`config.mk`:
```
export PLATFORM = sky130hd
export DESIGN_NAME = vsc_ctrl
export DESIGN_NICKNAME = d
export VERILOG_FILES = /design/src/hw/rtl/vsc_pkg.sv /design/src/hw/rtl/vsc_ctrl.sv
export VERILOG_INCLUDE_DIRS = /design/src /design/src/hw/rtl
export SDC_FILE = /design/constraint.sdc
export NUM_CORES = 1
export LEC_CHECK = 0
export ABC_AREA = 1
export BUFFER_PORTS_ARGS = -buffer_cell sky130_fd_sc_hd__buf_2
export CORE_AREA = 2 2 39 41
export CTS_BUF_LIST = sky130_fd_sc_hd__clkbuf_8 sky130_fd_sc_hd__clkbuf_16
export DETAILED_ROUTE_END_ITERATION = 8
export DIE_AREA = 0 0 41 43
export PLACE_DENSITY_LB_ADDON = 0.15
export SLEW_MARGIN = 20
export SYNTH_ARGS = -nofsm -noshare
export SYNTH_HDL_FRONTEND = slang
export SYNTH_SLANG_ARGS = --single-unit
```
`constraint.sdc`:
```
create_clock -name clk -period 1.42 [get_ports clk]
set_clock_uncertainty 0.15 [all_clocks]
set_input_delay 0.213 -clock clk [delete_from_list [all_inputs] [get_ports clk]]
set_output_delay 0.213 -clock clk [all_outputs]
set_load 0.02 [all_outputs]
```
`src/hw/rtl/version_string_compare_core_defines.svh`:
```
// Assertion macros shared by the version compare RTL
`ifndef VERSION_STRING_COMPARE_CORE_DEFINES_SVH
`define VERSION_STRING_COMPARE_CORE_DEFINES_SVH
// Implication checked on every clock, skipped while reset is high
`define VSC_ASSERT_IMP(label, clk, rst, ante, cons) \
  label: assert property (@(posedge clk) disable iff (rst) (ante) |-> (cons)) \
    else $error("vsc check failed");
// Next-cycle implication
`define VSC_ASSERT_NEXT(label, clk, rst, ante, cons) \
  label: assert property (@(posedge clk) disable iff (rst) (ante) |=> (cons)) \
    else $error("vsc check failed");
`endif

```
`src/hw/rtl/vsc_pkg.sv`:
```
// Package: types, constants and commands of the version string compare core
`default_nettype none
package vsc_pkg;
  localparam int MaxTextDef  = 256;
  localparam int MaxPartsDef = 64;
  localparam logic [7:0] ChZero  = 8'h30;
  localparam logic [7:0] ChNine  = 8'h39;
  localparam logic [7:0] ChDash  = 8'h2d;
  localparam logic [1:0] ModeIdle  = 2'd0;
  localparam logic [1:0] ModeDigit = 2'd1;
  localparam logic [1:0] ModeAlpha = 2'd2;
  localparam logic [1:0] ModeEnded = 2'd3;
  localparam logic [1:0] OrdLess = 2'b11;
  localparam logic [1:0] OrdEq   = 2'b00;
  localparam logic [1:0] OrdMore = 2'b01;
  // byte address of the reverse_order register
  localparam logic [1:0] AddrReverse = 2'd0;

  typedef struct packed {
    logic [7:0] char_byte;
    logic       string_sel;
    logic       last_byte;
  } vsc_in_t;

  typedef struct packed {
    logic signed [1:0] order;
    logic              truncated;
  } vsc_out_t;

  // controller -> datapath
  typedef struct packed {
    logic load;      // consume one input byte
    logic cmp_init;  // prepare list walk
    logic cmp_step;  // advance the compare walk by one step
    logic emit;      // drive result strobe
  } vsc_cmd_t;

  // datapath -> controller
  typedef struct packed {
    logic need_cmp;  // accepted byte ended string B
    logic cmp_done;
  } vsc_sts_t;
endpackage
`default_nettype wire

```
`src/hw/rtl/vsc_ctrl.sv`:
```
// Controller state machine of the version string compare core
`default_nettype none
module vsc_ctrl
  import vsc_pkg::*;
(
  input  wire logic     clk,
  input  wire logic     rst,
  input  wire logic     start,
  output logic          busy,
  input  wire vsc_sts_t sts,
  output vsc_cmd_t      cmd
);
  typedef enum logic [3:0] {
    S_LOAD = 4'b0001,
    S_INIT = 4'b0010,
    S_WALK = 4'b0100,
    S_EMIT = 4'b1000
  } state_t;

  state_t state, state_next;

  // advance state
  always_ff @(posedge clk) begin
    if (rst) state <= S_LOAD;
    else state <= state_next;
  end

  always_comb begin
    state_next   = state;
    cmd          = '0;
    busy         = 1'b1;
    case (state)
      S_LOAD: begin
        busy     = 1'b0;
        cmd.load = start;
        if (start && sts.need_cmp) state_next = S_INIT;
      end
      S_INIT: begin
        cmd.cmp_init = 1'b1;
        state_next   = S_WALK;
      end
      S_WALK: begin
        cmd.cmp_step = 1'b1;
        if (sts.cmp_done) state_next = S_EMIT;
      end
      S_EMIT: begin
        cmd.emit   = 1'b1;
        state_next = S_LOAD;
      end
      default: state_next = S_LOAD;
    endcase
  end

  `include "version_string_compare_core_defines.svh"
  `VSC_ASSERT_IMP(a_busy_idle, clk, rst, state == S_LOAD, !busy)
  `VSC_ASSERT_NEXT(a_emit_once, clk, rst, cmd.emit, !cmd.emit)
  `VSC_ASSERT_NEXT(a_init_walk, clk, rst, cmd.cmp_init, cmd.cmp_step)
endmodule
`default_nettype wire

```
==> results.md <==
* Status: finished, final reports clean
* Synth Area per Inst at roughly 6.4 sq um
* All-Layer GR Usage at 0.08526
* Pwr Density at around 1000 nW/um^2
* Port bufs at 9
* Die area at roughly 1800 sq um
* Worst slack at placement at 0.1795 ns
* Initial antenna violation count at 0
* Synthesis-to-layout area growth at 61.24%
* Post-synth top cells: nand2_1, inv_1, nor2_1, dfxtp_1, nor2_2
* Yosys warns at 0
* Longest Clk Path Bufs at 2
* Skew-Pair Late Insertion Delay at roughly 0.21 ns
* Worst Hold Class: primary input to flop
* Initial Util at 0.1890
* Non-Filler Cell Area, Final at 421.7 sq um
* Floorplan die width at approximately 40 um
* Final core utilization at 0.3047
* Die height at between 40 and 50 um
* Top Registers: state (4)
* Num rows at 14
* Clock slew at reported path FFs at ~0.030 ns
* Leakage at 0.2228 nW
* Arrival @ worst endpoint at between 1 and 1.5 ns
* Final WS setup at 0.04100 ns
* Vias in the first global route at between 200 and 300
* Unrepaired setup endpoints after global routing: true
* Most numerous cell in the Yosys netlist: nand2_1
* 1st-iter DRT viols at 0
* Final wirelength at 559 um
* Crit Path Max Fanout at 3
* # DRC at 0
* H-tree level count at 1
* Final hold slack at 0.04621 ns
* TritonCTS Buffers at 3
* Area contributors post-synth: dfxtp_1, nand2_1, nand3_2
* Vias per cell at around 4.0
* Congestion Overflow GR at 0
* CTS tree: yes
* Post-synth ARST share at 0
* Crit. Startpoint: state[0]
* Post-synth top area share at 0.3062
* Detailed Routing Iterations Pass 1 at 1
* Max IR drop VDD at between 400 and 500 uV
* Number of synthesized flops with an enable pin at 0
* CP required at ~1.1 ns
* Post-synth top area cell: dfxtp_1
* Global-route wire length before repair at 986 um
* Ratio of cells with drive above 1 in the final layout at 0.6111
* Worst hold path stage count at 2
* Area of the core at around 1400 sq um
* Syn nets at 46
* # IOs at 10
* Root Driver: clkbuf_8
* Ant diodes at 0
* Worst-Margin Slew at 0.1534 ns
* Final RePlAce weighted congestion at roughly 0.62
* Reg with most FFs: state
* Max cap viols at 0
* Fmax at 725.2 MHz
* Wire length per cell at around 8.0 um
* Setup TNS at 0 ns
* DP Area at 319.1 sq um
* Placed cells at 65
* Reg-to-reg critical path startpoint: state[0]
* Final period util at 0.9711
* Gate Count Post-Synth at 41
* Final setup fails at 0
* Max Slew Vio Count at 0
* Final #Nets at between 60 and 70
* CP endpoint kind: primary output
* Vias at 277
* Final Hold Fails at 0
* Hold_buf cts at 0
* # clock sinks at 4
* Sequential share of the synthesized area at 0.3062
* CP Launch Type: flop
* R2R depth at 6
* Worst Path Class, Setup: flop to primary output
* Max_slew headroom at 0.8974
* Post-DP HPWL at around 450 um
* Largest net degree at the start of global routing at 5
* Synth Register Bits at 4
* Ys flop type: dfxtp_1
* Antenna Nets Post-Route at 0
* Library cells used by synthesis at 11
* Max FFs per register at 4
* Finished Layout Cells at 70
* Post-synthesis cell area at 261.5 sq um
* Worst min-delay path startpoint: rst
* Tot Pwr at 0.4325 mW
* Minimum clock period after layout at 1.379 ns
## cells by family (layout without fill, tap and decap cells)
family | Yosys count | count (layout) | share of synthesized area
simple gates | 25 | 25 | 0.4880
buf+inv | 11 | 24 | 0.1723
flops | 4 | 4 | 0.3062
compound gates | 1 | 1 | 0.03350
## what timing repair did
item                                    4_1_cts  5_1_grt
gates resized for setup                       3       12
setup buffers                                 1        1
pin swaps                                     1        3
endpoints found under the setup margin        2        4
## worst paths after layout
path / to / slack, ns
setup reg to reg: state[3] / 0.30
setup / recovery: cmd[3] / 0.04
hold / removal: state[2] / 0.05
hold reg to reg: state[2] / 0.40
## critical path: stages, from the launching register on
cell and delay (ns):
dfxtp_2 0.33, inv_2 0.07, nor2_4 0.12, nand2_2 0.07, nor2_2 0.09, buf_6 0.12
## power by group
part	switching, mW	internal [mW]
clock	0.0518	0.180
sequential	0.00568	0.119
combinational	0.0455	0.0306
total	0.103	0.329
## layout by cell type (no fill, tap or decap), drive strengths merged
master  synthesis  layout
nand3           6       6
inv            10      10
a21oi           1       1
nor2            9       9
nor3            1       1
nand2           9       9
clkbuf          0       3
dfxtp           4       4
buf             1      11
## final cells by class
| class | count | area (sq um) |
|---|---|---|
| fillers | 161 | 962.2 |
| multi-input cells | 26 | 166.4 |
| flip-flops and latches | 4 | 85.08 |
| repair buffers | 11 | 71.32 |
| clock buffers | 3 | 41.29 |
| inverters | 10 | 37.54 |
| well taps | 16 | 20.02 |
## metal layers
layer | vias to the layer above | routed length, um | GRT usage
met5 | - | 0 | 0
met4 | 0 | 0 | 0.06000
met3 | 0 | 16 | 0.03141
met2 | 6 | 289 | 0.1219
met1 | 121 | 253 | 0.09936
li1 | 150 | - | -
Power figures use the tool's default switching activity.
